## config.mk

```make
export PLATFORM = sky130hd
export DESIGN_NAME = priority_evicting_packet_queue
export DESIGN_NICKNAME = d
export VERILOG_FILES = /design/src/pvq_pkg.sv /design/src/pvq_store.sv /design/src/pvq_ctrl.sv /design/src/priority_evicting_packet_queue.sv
export SDC_FILE = /design/constraint.sdc
export NUM_CORES = 1
export LEC_CHECK = 0
export ABC_AREA = 1
export BUFFER_PORTS_ARGS = -buffer_cell sky130_fd_sc_hd__buf_2
export CAP_MARGIN = 20
export CORE_AREA = 3 3 289 291
export DETAILED_ROUTE_END_ITERATION = 8
export DIE_AREA = 0 0 292 294
export PLACE_DENSITY_LB_ADDON = 0.1
export RECOVER_POWER = 100
export SYNTH_ARGS = -nofsm -noshare
export SYNTH_HDL_FRONTEND = slang
export SYNTH_SLANG_ARGS = --single-unit
```

## constraint.sdc

```tcl
create_clock -name clock -period 3.8 [get_ports clock]
set_input_delay 0.38 -clock clock [delete_from_list [all_inputs] [get_ports clock]]
set_output_delay 0.38 -clock clock [all_outputs]
set_load 0.01 [all_outputs]
```

## src/pvq_pkg.sv

```systemverilog
`timescale 1ns / 1ps

package pvq_pkg;

   // Default number of descriptor slots.
   localparam int QUEUE_DEPTH_DEF = 24;

   // Width of the reported entry count.
   localparam int COUNT_W = 5;

   // Operation codes.
   localparam logic FUNC_PUSH = 1'b0;
   localparam logic FUNC_POP  = 1'b1;

   // Priority codes.
   localparam logic [1:0] PRIO_LOW    = 2'd0;
   localparam logic [1:0] PRIO_MEDIUM = 2'd1;
   localparam logic [1:0] PRIO_HIGH   = 2'd2;

   // Result status codes.
   localparam logic [2:0] STATUS_APPENDED = 3'd0;
   localparam logic [2:0] STATUS_REPLACED = 3'd1;
   localparam logic [2:0] STATUS_DROPPED  = 3'd2;
   localparam logic [2:0] STATUS_POPPED   = 3'd3;
   localparam logic [2:0] STATUS_EMPTY    = 3'd4;

   // One request word.
   typedef struct packed {
      logic        func;
      logic [1:0]  priority_req;
      logic [15:0] packet_tag;
      logic [9:0]  pkt_bytes;
   } req_type;

   // One response word.
   typedef struct packed {
      logic [2:0]         status;
      logic [15:0]        out_tag;
      logic [9:0]         out_size;
      logic [1:0]         out_priority;
      logic [COUNT_W-1:0] queue_count;
      logic [31:0]        drop_count;
   } rsp_type;

   // One stored descriptor.
   typedef struct packed {
      logic [15:0] tag;
      logic [9:0]  size;
      logic [1:0]  prio;
   } entry_type;

   // Completion event from the sequencer to the output stage.
   typedef struct packed {
      logic               valid;
      logic               bump;
      logic [2:0]         status;
      logic [15:0]        tag;
      logic [9:0]         size;
      logic [1:0]         prio;
      logic [COUNT_W-1:0] count;
   } event_type;

endpackage

```

## src/pvq_store.sv

```systemverilog
`timescale 1ns / 1ps

module pvq_store #(
   parameter int QUEUE_DEPTH = pvq_pkg::QUEUE_DEPTH_DEF
) (
   input  logic                                                clock,
   input  logic                                                wr_en,
   input  logic [((QUEUE_DEPTH > 1) ? $clog2(QUEUE_DEPTH) : 1)-1:0] wr_addr,
   input  pvq_pkg::entry_type                                  wr_entry,
   input  logic [((QUEUE_DEPTH > 1) ? $clog2(QUEUE_DEPTH) : 1)-1:0] rd_addr,
   output pvq_pkg::entry_type                                  rd_entry
);

   // Descriptor memory with one write port and one registered read port.
   pvq_pkg::entry_type mem_ff [QUEUE_DEPTH];
   pvq_pkg::entry_type rd_ff;

   always_ff @(posedge clock) begin
      if (wr_en) begin
         mem_ff[wr_addr] <= wr_entry;
      end
      rd_ff <= mem_ff[rd_addr];
   end

   assign rd_entry = rd_ff;

endmodule

```

## src/pvq_ctrl.sv

```systemverilog
`timescale 1ns / 1ps

module pvq_ctrl #(
   parameter int QUEUE_DEPTH = pvq_pkg::QUEUE_DEPTH_DEF
) (
   input  logic                                                clock,
   input  logic                                                reset,
   input  logic                                                start,
   input  pvq_pkg::req_type                                    req,
   output logic                                                busy,
   output pvq_pkg::event_type                                  evt,
   output logic                                                wr_en,
   output logic [((QUEUE_DEPTH > 1) ? $clog2(QUEUE_DEPTH) : 1)-1:0] wr_addr,
   output pvq_pkg::entry_type                                  wr_entry,
   output logic [((QUEUE_DEPTH > 1) ? $clog2(QUEUE_DEPTH) : 1)-1:0] rd_addr,
   input  pvq_pkg::entry_type                                  rd_entry
);

   localparam int SlotW  = (QUEUE_DEPTH > 1) ? $clog2(QUEUE_DEPTH) : 1;
   localparam int CntW   = $clog2(QUEUE_DEPTH + 1);
   localparam int CountW = pvq_pkg::COUNT_W;
   localparam logic [SlotW-1:0] LastSlot  = SlotW'(QUEUE_DEPTH - 1);
   localparam logic [CntW-1:0]  FullCount = CntW'(QUEUE_DEPTH);

   typedef enum logic [2:0] {
      ST_IDLE = 3'b001,
      ST_POP  = 3'b010,
      ST_SCAN = 3'b100
   } state_type;

   state_type          state_ff, state_in;
   logic [SlotW-1:0]   head_ff, head_in;
   logic [SlotW-1:0]   tail_ff, tail_in;
   logic [SlotW-1:0]   idx_ff, idx_in;
   logic [CntW-1:0]    count_ff, count_in;
   logic [CntW-1:0]    left_ff, left_in;
   pvq_pkg::entry_type hold_ff, hold_in;
   pvq_pkg::entry_type new_entry;
   logic [SlotW-1:0]   step_in;
   logic [SlotW-1:0]   step_out;

   // Incoming descriptor with priority three folded onto high.
   always_comb begin
      new_entry.tag  = req.packet_tag;
      new_entry.size = req.pkt_bytes;
      new_entry.prio = (req.priority_req > pvq_pkg::PRIO_HIGH) ?
                       pvq_pkg::PRIO_HIGH : req.priority_req;
   end

   // Shared slot stepper: advances tail, head or the scan index in turn.
   always_comb begin
      unique case (state_ff)
         ST_IDLE: step_in = tail_ff;
         ST_POP:  step_in = head_ff;
         ST_SCAN: step_in = idx_ff;
         default: step_in = tail_ff;
      endcase
   end

   assign step_out = (step_in == LastSlot) ? '0 : step_in + 1'b1;

   // Sequencer.
   always_comb begin
      state_in = state_ff;
      head_in  = head_ff;
      tail_in  = tail_ff;
      idx_in   = idx_ff;
      count_in = count_ff;
      left_in  = left_ff;
      hold_in  = hold_ff;
      wr_en    = 1'b0;
      wr_addr  = tail_ff;
      wr_entry = new_entry;
      rd_addr  = head_ff;
      evt      = '0;

      unique case (state_ff)
         ST_IDLE: begin
            if (start) begin
               if (req.func == pvq_pkg::FUNC_POP) begin
                  if (count_ff == '0) begin
                     evt.valid  = 1'b1;
                     evt.status = pvq_pkg::STATUS_EMPTY;
                  end else begin
                     state_in = ST_POP;
                  end
               end else if (count_ff != FullCount) begin
                  wr_en      = 1'b1;
                  tail_in    = step_out;
                  count_in   = count_ff + 1'b1;
                  evt.valid  = 1'b1;
                  evt.status = pvq_pkg::STATUS_APPENDED;
               end else begin
                  // Full: every such push counts, whether it evicts or not.
                  evt.bump = 1'b1;
                  if (new_entry.prio == pvq_pkg::PRIO_LOW) begin
                     evt.valid  = 1'b1;
                     evt.status = pvq_pkg::STATUS_DROPPED;
                  end else begin
                     hold_in  = new_entry;
                     idx_in   = head_ff;
                     left_in  = count_ff;
                     state_in = ST_SCAN;
                  end
               end
            end
         end

         ST_POP: begin
            head_in    = step_out;
            count_in   = count_ff - 1'b1;
            evt.valid  = 1'b1;
            evt.status = pvq_pkg::STATUS_POPPED;
            evt.tag    = rd_entry.tag;
            evt.size   = rd_entry.size;
            evt.prio   = rd_entry.prio;
            state_in   = ST_IDLE;
         end

         ST_SCAN: begin
            // The slot read last cycle is checked while the next one is fetched.
            rd_addr = step_out;
            if (rd_entry.prio == pvq_pkg::PRIO_LOW) begin
               wr_en      = 1'b1;
               wr_addr    = idx_ff;
               wr_entry   = hold_ff;
               evt.valid  = 1'b1;
               evt.status = pvq_pkg::STATUS_REPLACED;
               state_in   = ST_IDLE;
            end else if (left_ff == CntW'(1)) begin
               evt.valid  = 1'b1;
               evt.status = pvq_pkg::STATUS_DROPPED;
               state_in   = ST_IDLE;
            end else begin
               idx_in  = step_out;
               left_in = left_ff - 1'b1;
            end
         end

         default: begin
            state_in = ST_IDLE;
         end
      endcase

      evt.count = CountW'(count_in);
   end

   // Control registers.
   always_ff @(posedge clock) begin
      if (reset) begin
         state_ff <= ST_IDLE;
         head_ff  <= '0;
         tail_ff  <= '0;
         count_ff <= '0;
      end else begin
         state_ff <= state_in;
         head_ff  <= head_in;
         tail_ff  <= tail_in;
         count_ff <= count_in;
      end
   end

   // Scan registers.
   always_ff @(posedge clock) begin
      idx_ff  <= idx_in;
      left_ff <= left_in;
      hold_ff <= hold_in;
   end

   assign busy = reset || (state_ff != ST_IDLE);

endmodule

```

## src/priority_evicting_packet_queue.sv

```systemverilog
`timescale 1ns / 1ps

// Priority-evicting descriptor queue. A word is taken when start is high
// and busy is low; its response appears on rsp_data for exactly one cycle
// with rsp_strobe, and cannot be held off, so it must be captured then.
// Appends, pops of an empty queue and low-priority pushes into a full queue
// respond in the cycle after acceptance; the next word may follow at once.
// A pop is answered from the ST_POP state through the response register,
// since the head descriptor is fetched through the registered read port of
// the descriptor memory. A medium or high push into a full queue walks the
// slots from the head, one slot per cycle through that same read port and
// the shared slot stepper; busy stays high meanwhile.
module priority_evicting_packet_queue #(
   parameter int QUEUE_DEPTH = pvq_pkg::QUEUE_DEPTH_DEF
) (
   input  logic             clock,
   input  logic             reset,
   input  logic             start,
   output logic             busy,
   input  pvq_pkg::req_type req_data,
   output logic             rsp_strobe,
   output pvq_pkg::rsp_type rsp_data
);

   localparam int SlotW = (QUEUE_DEPTH > 1) ? $clog2(QUEUE_DEPTH) : 1;

   pvq_pkg::event_type evt;
   logic               wr_en;
   logic [SlotW-1:0]   wr_addr;
   pvq_pkg::entry_type wr_entry;
   logic [SlotW-1:0]   rd_addr;
   pvq_pkg::entry_type rd_entry;

   logic               rsp_strobe_ff;
   pvq_pkg::rsp_type   rsp_ff, rsp_in;
   logic [31:0]        drop_ff, drop_in;

   pvq_ctrl #(
      .QUEUE_DEPTH (QUEUE_DEPTH)
   ) u_ctrl (
      .clock    (clock),
      .reset    (reset),
      .start    (start),
      .req      (req_data),
      .busy     (busy),
      .evt      (evt),
      .wr_en    (wr_en),
      .wr_addr  (wr_addr),
      .wr_entry (wr_entry),
      .rd_addr  (rd_addr),
      .rd_entry (rd_entry)
   );

   pvq_store #(
      .QUEUE_DEPTH (QUEUE_DEPTH)
   ) u_store (
      .clock    (clock),
      .wr_en    (wr_en),
      .wr_addr  (wr_addr),
      .wr_entry (wr_entry),
      .rd_addr  (rd_addr),
      .rd_entry (rd_entry)
   );

   // Wrapping drop counter and the response word it feeds.
   always_comb begin
      drop_in             = drop_ff + {31'd0, evt.bump};
      rsp_in.status       = evt.status;
      rsp_in.out_tag      = evt.tag;
      rsp_in.out_size     = evt.size;
      rsp_in.out_priority = evt.prio;
      rsp_in.queue_count  = evt.count;
      rsp_in.drop_count   = drop_in;
   end

   always_ff @(posedge clock) begin
      if (reset) begin
         rsp_strobe_ff <= 1'b0;
         drop_ff       <= '0;
      end else begin
         rsp_strobe_ff <= evt.valid;
         drop_ff       <= drop_in;
      end
   end

   always_ff @(posedge clock) begin
      if (evt.valid) begin
         rsp_ff <= rsp_in;
      end
   end

   assign rsp_strobe = rsp_strobe_ff;
   assign rsp_data   = rsp_ff;

   // An empty pop reports no entries and no descriptor.
   a_empty_clean: assert property (@(posedge clock) disable iff (reset)
      rsp_strobe && (rsp_data.status == pvq_pkg::STATUS_EMPTY) |->
      (rsp_data.queue_count == '0) && (rsp_data.out_tag == '0) &&
      (rsp_data.out_size == '0) && (rsp_data.out_priority == '0))
      else $error("empty pop reported data or a nonzero count");

   // An eviction only happens in a full queue.
   a_replace_full: assert property (@(posedge clock) disable iff (reset)
      rsp_strobe && (rsp_data.status == pvq_pkg::STATUS_REPLACED) |->
      (rsp_data.queue_count == pvq_pkg::COUNT_W'(QUEUE_DEPTH)))
      else $error("replacement reported in a queue that was not full");

   // Stored priorities are always folded, so a popped one is never three.
   a_pop_prio: assert property (@(posedge clock) disable iff (reset)
      rsp_strobe && (rsp_data.status == pvq_pkg::STATUS_POPPED) |->
      (rsp_data.out_priority <= pvq_pkg::PRIO_HIGH))
      else $error("popped descriptor carries an unfolded priority");

endmodule

```

-- After elaboration in Yosys (flattened, before gate mapping)
Memories as Yosys holds them, arrays and structs flattened. A register that Yosys moved wholly into a read port is not among the register bits.
Index checks and enable logic that the tools add are counted.
- add/sub/neg operators: 5
- order comparisons: 1
- equality and inequality tests: 17
- multiplexer cells: 59
- bitwise operators: 3
- reductions and logical operators: 9
- operators by type and width (operator ; count):
    two-way mux 5 bit ; 20
    two-way mux 28 bit ; 2
    one-hot mux 5 bit (2 select lines) ; 4
    two-way mux 3 bit ; 11
    adder 32 x 1 -> 32 bit ; 1
    two-way mux 1 bit ; 15
    inequality test 2 bit (second input constant) ; 6
    adder 5 x 1 -> 5 bit (second input constant) ; 2
    AND reduction 5 bit ; 2
    subtractor 5 x 1 -> 5 bit (second input constant) ; 2
    inequality test 3 bit (second input constant) ; 3
    one-hot mux 3 bit (3 select lines) ; 1
    AND reduction 7 bit ; 1
    two-way mux 2 bit ; 3
    inequality test 3 x 1 -> 1 bit (second input constant) ; 2
    one-hot mux 3 bit (2 select lines) ; 1
    equality test 5 x 1 -> 1 bit (second input constant) ; 1
    equality test 5 bit (second input constant) ; 1
    zero test 5 bit ; 1
    inequality test 5 bit (second input constant) ; 1
    zero test 2 bit ; 2
    AND reduction 4 bit ; 1
    equality test 3 x 1 -> 1 bit (second input constant) ; 1
    equality test 3 x 2 -> 1 bit (second input constant) ; 1
    other kinds (7) ; 9
- bits in registers: 157
- RAM bits: 672
- input bits: 32
- output and inout bits: 70
- word-level logic and storage cells: 112
- memories: 1
- memories (memory ; depth ; width ; read ports ; clocked after memory_dff ; write ports ; RTL line ; source):
    u_store.mem_ff ; 24 ; 28 ; 1 ; 1 ; 1 ; pvq_store.sv:15 ; pvq_pkg::entry_type mem_ff [QUEUE_DEPTH];

-- Logic depth before layout (Yosys ltp)
Gate-level depths: netlist of run 1.
- word-level depth: 9
- gate-level depth with buffers: 23
- mapped depth without buffers: 23

-- By module
A second synthesis of run 1 with hierarchy kept.
- cells, all modules: 3297
- area, all modules: 36175.9 µm²
- modules (own cells, without submodules) (module ; times used ; cells an instance ; area each (µm²) ; sequential area each (µm²)):
    pvq_store ; 1 ; 2563 ; 28935.3 ; 20739.9
    priority_evicting_packet_queue ; 1 ; 368 ; 3893.7 ; 2702.6
    pvq_ctrl ; 1 ; 366 ; 3347.0 ; 1501.4

-- Least setup slack after synthesis of run 1
No wires, ideal clock.
- path type: flip-flop to flip-flop
- start point: reg u_ctrl.state_ff[2]
- end point: reg rsp_ff (netlist bit rsp_data[0]) (enable)
- setup time: 889 ps
- data arrival time: 2683 ps
- required time: 2911 ps
- setup slack: 229 ps
- stages on the path, launching flop included: 7
- buffers on the path: 3
- clock period less this slack: 3571 ps
- cell sequence: dfxtp_1 -> buf_4 -> inv_2 -> nand3_1 -> buf_2 -> buf_1 -> nand3_1
- RTL lines (what ; RTL line ; source):
    from (decl) ; pvq_ctrl.sv:31 ; state_type state_ff, state_in;
    from (signal assigned) ; pvq_ctrl.sv:156 ; state_ff <= state_in;
    to (signal assigned) ; priority_evicting_packet_queue.sv:88 ; rsp_ff <= rsp_in;
    to (decl) ; priority_evicting_packet_queue.sv:35 ; pvq_pkg::rsp_type rsp_ff, rsp_in;

-- Worst setup path after layout of run 1
- start point: reg u_ctrl.state_ff[1]
- end point: mem u_store.mem_ff[1][20] in the netlist's numbering (enable)
- word-level cells in the longest chain between the ends: 4
- elaborated cells on any way between the ends: 6
- classes of those cells: eq/ne: 2; mux: 4
- RTL lines (what ; RTL line ; source):
    equality test 3 bit or equality test 3 x 1 -> 1 bit (tied branches) ; pvq_ctrl.sv:77 ; unique case (state_ff)
    one-hot mux 1 bit (2 select lines) ; pvq_ctrl.sv:77 ;
    two-way mux 1 bit ; pvq_store.sv:19 ; if (wr_en) begin
    two-way mux 1 bit (implied by the code) ; pvq_store.sv:20 ; mem_ff[wr_addr] <= wr_entry;
    to (decl) ; pvq_store.sv:15 ;
Several ways; a longest one is shown, not always the timed one.

==> key figures, run 1 <==
Logic synthesis
  • #FFs+latches synth: 857
  • Synthesized instance count: 3,357
  • Mux share of post-synthesis cell area: 0%
  • Mapped cell area: 0.0363 mm²
  • Sequential area share after synthesis: 68.7%
  • Fraction of registers with async set/reset: 0%
  • XOR/XNOR share of the synthesized area: 0.434%
  • Adder-Cell Fraction of Synth Area: 0.276%
  • Post-synthesis simple-gate area fraction: 19.0%
  • Main combinational cell family by area after synthesis: simple AND/OR/NAND/NOR gates
  • Unique cell type count in the Yosys netlist: 39
  • Post-synth EDFFs: 778
  • Mean Syn Cell Area: 10.8 µm²
  • Complex-gate fraction of the synthesized area: 3.74%
  • Synth Flop Type: edfxtp_1
  • Syn nets: 3,397
  • YS warnings: 0

CTS
  • CTS Buffer Depth: 3
  • CTS tree: done
  • Num CTS Buffers: 92
  • Clk sinks: 857
  • Reg clk slew, reported paths: 60 ps
  • CTS H-tree depth: 3
  • Worst-Skew Late Latency: 650 ps
  • Clock Tree Root: clkbuf_16

Pwr
  • Pwr Total: 20.9 mW
  • Power per cell area: 500 mW/mm²
  • Leak Pwr: 16.2 nW
  • VDD IR max: 0.387 mV

Worst setup path
  • Setup crit start kind: flip-flop
  • Reg2Reg Depth: 10
  • CP max-delay cell: o21ai_0
  • Critical Path Fanout Max: 18
  • Critical path endpoint: u_store.mem_ff[1][20]$_DFFE_PP_
  • Largest stage delay on the critical path: 480 ps
  • Worst reg2reg path startpoint: u_ctrl.state_ff[1]$_SDFFE_PP0P_
  • CP required: 4080 ps
  • Crit path from: u_ctrl.state_ff[1]$_SDFFE_PP0P_
  • CP arrival: 3770 ps
  • Critical path type: reg -> reg
  • R2R Setup Slk: 310 ps
  • Setup crit end kind: flip-flop
  • RR Endpoint: u_store.mem_ff[1][20]$_DFFE_PP_
  • Crit path cell chain: nor2_2 -> nand2_4 -> clkbuf_1 -> nor2_1 -> clkinv_1 -> o21ai_0 -> nand3_1 -> buf_4 -> nor2_1 -> buf_4

Global route
  • Initial antenna violation count: 0
  • GRT Total Usage: 22.7%
  • Total grt overflow: 0
  • Number of global-route vias before repair: 23,900
  • Largest net degree at the start of global routing: 105
  • Global-route wire length before repair: 148,000 µm

Drt
  • Met3 Wirelength: 4980 µm
  • DRT Pass-1 Iters: 6
  • Uppermost layer routed: met4
  • Routed WL: 97,400 µm
  • Starting DRC count in detailed routing: 1,908
  • Routed Antenna Nets: 0
  • DRC errors left: 0
  • Wire length on met1: 42,500 µm
  • Vias: 24,500
  • Met2 Routed Length: 47,500 µm
  • DR vias/cell: 5.28
  • Post-DR wirelength/cell: 21.0 µm

Floorplan
  • Row count: 104
  • CORE AREA: 0.0808 mm²
  • Die Wd: 292 µm
  • Die H: 294 µm
  • Starting Density: 44.9%
  • Io pins: 102
  • Die area: 0.0858 mm²

Flow run
  • Maxcap violations: 1

Place
  • Detailed Place HPWL: 57,700 µm
  • Routability Congestion: 0.872
  • Cell Area, Placed: 0.0387 mm²
  • # port buffers: 101

STA
  • Slew headroom: -21.1%
  • Max-slew violations: 29
  • Final setup vio count: 0
  • Slew at the pin closest to its max-slew limit: 1820 ps
  • Clock skew: 17.7 ps
  • Final-report hold violation count: 0
  • Fin Hold WS: 77.9 ps
  • Minimum clock period after layout: 3490 ps
  • Final period util: 91.8%
  • FMAX: 287 MHz

Status
  • Failing checks: capacitance limit, slew limit
  • Status: finished with violations

Final layout
  • FILL cells: 7,148
  • Area delta synth->final: 15.0%
  • Final net count: 3,546
  • Share of cells above drive strength 1: 8.71%
  • Post-Layout Inst Area: 0.0418 mm²
  • Finished Core Util: 51.7%
  • Number of antenna repair diodes: 0

Hold path
  • Hold Crit Class: in -> reg
==> logic make-up (layout without fill, tap and decap cells) <==
kind of cell	count (synthesis)	count (layout)
xor gates and xnor gates	18	18
DFF	857	857
buffers and inverters	706	932
adders and majority gates	8	8
and+or+nand+nor	1531	1531
AOI/OAI and AO/OA	237	237
==> area by class of cell <==
type | instances | area, µm² | area share, %
sequential | 857 | 24900 | 59.7
multi-input combinational | 1794 | 8710 | 20.9
clock buffer | 124 | 2570 | 6.16
inverter | 522 | 1970 | 4.71
timing repair buffer | 239 | 1760 | 4.21
tap | 1060 | 1330 | 3.18
clock inverter | 47 | 480 | 1.15
==> how the worst min path moves through the flow <==
stage	from	endpoint	slack, ps	cells after the start
floorplan	req_data[8]	u_ctrl.hold_ff[10]$_DFFE_PP_	480	0
CTS	start	u_ctrl.state_ff[1]$_SDFFE_PP0P_	20	3
global route	start	u_ctrl.state_ff[1]$_SDFFE_PP0P_	60	3
finish	start	u_ctrl.state_ff[1]$_SDFFE_PP0P_	80	3
global placement	drop_ff[25]$_SDFF_PP0_	drop_ff[25]$_SDFF_PP0_	520	2
detailed placement	drop_ff[25]$_SDFF_PP0_	drop_ff[25]$_SDFF_PP0_	520	2
==> power by group <==
part           switching [mW]  internal [mW]  leakage (nW)
clock                    3.72           5.25          1.51
combinational           0.909          0.336          7.00
sequential             0.0991           10.6          7.72
==> cell usage after synthesis (8+ instances only) <==
master	number	area, µm²
a21oi_1	83	415
o21ai_0	75	375
nand2_1	667	2500
clkbuf_1	52	195
buf_4	14	105
nor3_1	30	150
o211ai_1	57	428
dfxtp_1	79	1580
or2_2	8	50.1
o21ai_1	13	65.1
inv_1	517	1940
edfxtp_1	778	23400
nand4_1	14	87.6
nand3b_1	56	420
nor2_1	123	462
ha_1	8	100
xor2_1	15	131
nand3_1	615	3080
buf_1	15	56.3
buf_2	99	495
==> metal layers <==
layer	GRT usage [%]	up-vias
li1	-	11600
met1	30.8	12000
met2	39.0	691
met3	2.82	152
met4	6.01	0
met5	0	-
==> critical path: cells and delay by family, from the launching register on <==
| kind | cells | cell delay, ps |
|---|---|---|
| AOI/OAI and AO/OA | 1 | 480 |
| and+or+nand+nor | 5 | 1010 |
| DFF | 1 | 360 |
| buffers and inverters | 4 | 1230 |
==> cell usage in the layout (no fill, tap or decap), types with 27 or more instances in the layout <==
cell,n
a21oi_1,83
buf_12,28
buf_4,50
clkbuf_1,116
clkbuf_16,93
dfxtp_1,79
dlygate4sd3_1,27
edfxtp_1,778
inv_1,517
nand2_1,665
nand3_1,614
nand3b_1,56
nor2_1,103
nor3_1,28
o211ai_1,57
o21ai_0,75
==> timing repair <==
item | in CTS | in global routing
setup endpoints to repair | 0 | 11
setup buffers | 0 | 1
hold buffers | 27 | 0
resized for setup | 0 | 5
hold endpoints to repair | 27 | 0
==> through the flow <==
step / setup TNS [ps] / cells / setup WS, ps
after floorplan: 0 / 3357 / 229
after global placement: 0 / 4444 / 331
after detailed placement: 0 / 4444 / 176
after CTS: 0 / 4642 / 143
after global routing: -85.6 / 4643 / -69.1
final: 0 / 4643 / 311
==> sequential cells by signal, summed over array words and instances, names as in the netlist <==
register          flops
u_ctrl.hold_ff       28
u_store.mem_ff      672
u_store.rd_entry     28
rsp_data             68
drop_ff              32
rsp_strobe            1
u_ctrl.left_ff        5
u_ctrl.head_ff        5
u_ctrl.idx_ff         5
u_ctrl.state_ff       3
u_ctrl.count_ff       5
u_ctrl.tail_ff        5
Note: power is estimated with default switching activity, not from simulation.
==> run 2: changes to the inputs <==
--- a/config.mk
+++ b/config.mk
@@ -13,4 +13,6 @@
 export DIE_AREA = 0 0 292 294
+export GPL_TIMING_DRIVEN = 0
 export PLACE_DENSITY_LB_ADDON = 0.1
 export RECOVER_POWER = 100
+export SETUP_SLACK_MARGIN = 0.05
 export SYNTH_ARGS = -nofsm -noshare
==> constraint.sdc (replaced) <==
create_clock -name clock -period 3.8 [get_ports clock]
set_input_delay 0.95 -clock clock [delete_from_list [all_inputs] [get_ports clock]]
set_output_delay 0.95 -clock clock [all_outputs]
set_load 0.01 [all_outputs]
==> run 2 against run 1 <==
Against the previous run: the run now ends clean; critical path depth up 2; critical endpoint is now u_store.rd_entry[14]$_DFF_P_; core utilization grew 1.8 points; power about the same; register-to-register slack worse by 150 ps; non-clock buffer count increased by 147.
==> key figures, run 2 (synthesis gave the netlist of run 1 again) <==
Status
  • Status: finished clean

Floorplan
  • Die area: 0.0858 mm²
  • Die Wd: 292 µm
  • Row count: 104
  • Starting Density: 44.9%
  • Die H: 294 µm
  • CORE AREA: 0.0808 mm²
  • Io pins: 102

Final layout
  • Most frequent cells in the layout: edfxtp_1, nand2_1, nand3_1
  • Area delta synth->final: 18.9%
  • Share of cells above drive strength 1: 12.9%
  • Max FFs per register: 672
  • Reg with most FFs: u_store.mem_ff
  • Most common cell after layout, fill and taps aside: edfxtp_1
  • Top Registers: u_store.mem_ff: 672 flops, rsp_data: 68 flops, drop_ff: 32 flops
  • Final net count: 3,704

Global route
  • GRT Total Usage: 25.2%
  • Initial antenna violation count: 4
  • Global-route wire length before repair: 159,000 µm
  • Largest net degree at the start of global routing: 61
  • Total grt overflow: 0
  • Number of global-route vias before repair: 24,900

Worst setup path
  • Critical Path Fanout Max: 10
  • Crit path cell chain: nor2_4 -> nand2_4 -> nand2_1 -> clkbuf_1 -> clkbuf_1 -> nand3_1 -> nand3_1 -> nand3_1 -> nand3_2 -> nand2_1 -> nand2_1 -> nand2_1
  • CP required: 4340 ps
  • Crit path max-delay family: simple AND/OR/NAND/NOR gates
  • Critical path type: reg -> reg
  • CP max-delay cell: nand2_1
  • Critical Path Most Common Cell: nand2_1
  • Largest stage delay on the critical path: 700 ps
  • CP arrival: 4180 ps
  • Setup crit start kind: flip-flop
  • Worst Path Buf+Inv: 2
  • Setup crit end kind: flip-flop

Drt
  • Vias: 25,800
  • Routed WL: 109,000 µm
  • DR vias/cell: 5.36
  • Uppermost layer routed: met4
  • DRC errors left: 0
  • Met3 Wirelength: 7720 µm
  • Starting DRC count in detailed routing: 2,632
  • Post-DR wirelength/cell: 22.7 µm
  • Met2 Routed Length: 51,400 µm
  • DRT Pass-1 Iters: 5
  • Routed Antenna Nets: 0
  • Wire length on met1: 44,900 µm

STA
  • Slew headroom: 21.5%
  • Final-report hold violation count: 0
  • Minimum clock period after layout: 3640 ps
  • Slew at the pin closest to its max-slew limit: 1170 ps
  • Fin Hold WS: 483 ps
  • Final period util: 95.7%
  • Max-slew violations: 0
  • Clock skew: 34.6 ps
  • Final setup vio count: 0
  • FMAX: 275 MHz
  • Final worst-path setup slack: 162 ps

Place
  • # port buffers: 101
  • Routability Congestion: 0.982
  • Post-Place Worst Slack: -709 ps
  • Detailed Place HPWL: 74,100 µm

CTS
  • Worst-Skew Late Latency: 660 ps
  • Clk sinks: 857
  • CTS H-tree depth: 3
  • CTS tree: done
  • Reg clk slew, reported paths: 60 ps
  • Clock Tree Root: clkbuf_16
  • CTS Buffer Depth: 3
  • Num CTS Buffers: 91

Pwr
  • Pwr Total: 20.9 mW
  • Power per cell area: 484 mW/mm²
  • Sw Ratio: 23.6%
  • Sequential share of power: 50.9%
  • Int Pwr: 16.0 mW
  • VDD IR max: 0.400 mV
  • Clock power frac: 41.6%
  • Leak Pwr: 16.9 nW
  • Comb pwr share: 7.5%
  • Switching component of the power: 4.93 mW

Hold path
  • Hold Crit Class: in -> reg

Flow run
  • Maxcap violations: 0
run 2: changes by cell type in the layout (fill, tap and decap cells not counted), sizes merged, moves of 5 or more:
cell | previous run | this run
clkbuf | 248 | 283
clkinv | 35 | 27
dlygate4sd3 | 27 | 0
buf | 88 | 232
nor2 | 130 | 142
diode | 0 | 5
run 2: metrics by stage:
| step | instances | TNS, ps | cell area (µm²) | utilization, % |
|---|---|---|---|---|
| 2_1_floorplan | 3357 | 0 | 36300 | - |
| 3_3_place_gp | 4518 | -1075550 | 38100 | 47.2 |
| 3_5_place_dp | 4551 | -197180 | 39100 | 48.4 |
| 4_1_cts | 4758 | 0 | 42600 | 52.8 |
| 5_1_grt | 4802 | -7.09 | 43200 | 53.4 |
| 6_report | 4803 | 0 | 43200 | 53.4 |
run 2: area by class of cell:
| class | count | area, µm² |
|---|---|---|
| Clock inverter | 37 | 332 |
| Fill cell | 6961 | 37600 |
| Inverter | 522 | 1970 |
| Tap cell | 1060 | 1330 |
| Buffer | 184 | 970 |
| Multi-Input combinational cell | 1806 | 9120 |
| Timing Repair Buffer | 202 | 1900 |
| Clock buffer | 130 | 2600 |
| Sequential cell | 857 | 25000 |
| Antenna cell | 5 | 12.5 |
run 2: final timing paths:
check                             startpoint  cells after the start  slack (ps)                            to
max          u_ctrl.state_ff[1]$_SDFFE_PP0P_                     12         160  u_store.rd_entry[14]$_DFF_P_
min                             req_data[12]                      1         480  u_ctrl.hold_ff[14]$_DFFE_PP_
max reg2reg  u_ctrl.state_ff[1]$_SDFFE_PP0P_                     12         160  u_store.rd_entry[14]$_DFF_P_
min reg2reg           drop_ff[25]$_SDFF_PP0_                      2         520        drop_ff[25]$_SDFF_PP0_
run 2: what timing repair did:
action / CTS / global route
buffers inserted: 28 / 40
hold buffers: 0 / 0
setup endpoints to repair: 616 / 616
pin swaps: 22 / 30
resized for setup: 56 / 63
cloned: 12 / 0
run 2: power groups by stage:
| stage | clock [mW] | sequential (mW) | combinational, mW |
|---|---|---|---|
| floorplan | 0 | 10.9 | 0.675 |
| global placement | 0 | 10.9 | 1.35 |
| detailed placement | 0 | 10.8 | 1.49 |
| CTS | 8.83 | 10.6 | 1.56 |
| global route | 9.21 | 10.7 | 1.68 |
| finish | 8.69 | 10.6 | 1.57 |
run 2: per-layer routing:
layer  global-route usage [%]  vias up
li1                         -    12000
met1                     33.5    12600
met2                     41.7     1000
met3                     4.14      234
met4                     9.59        0
met5                        0        -
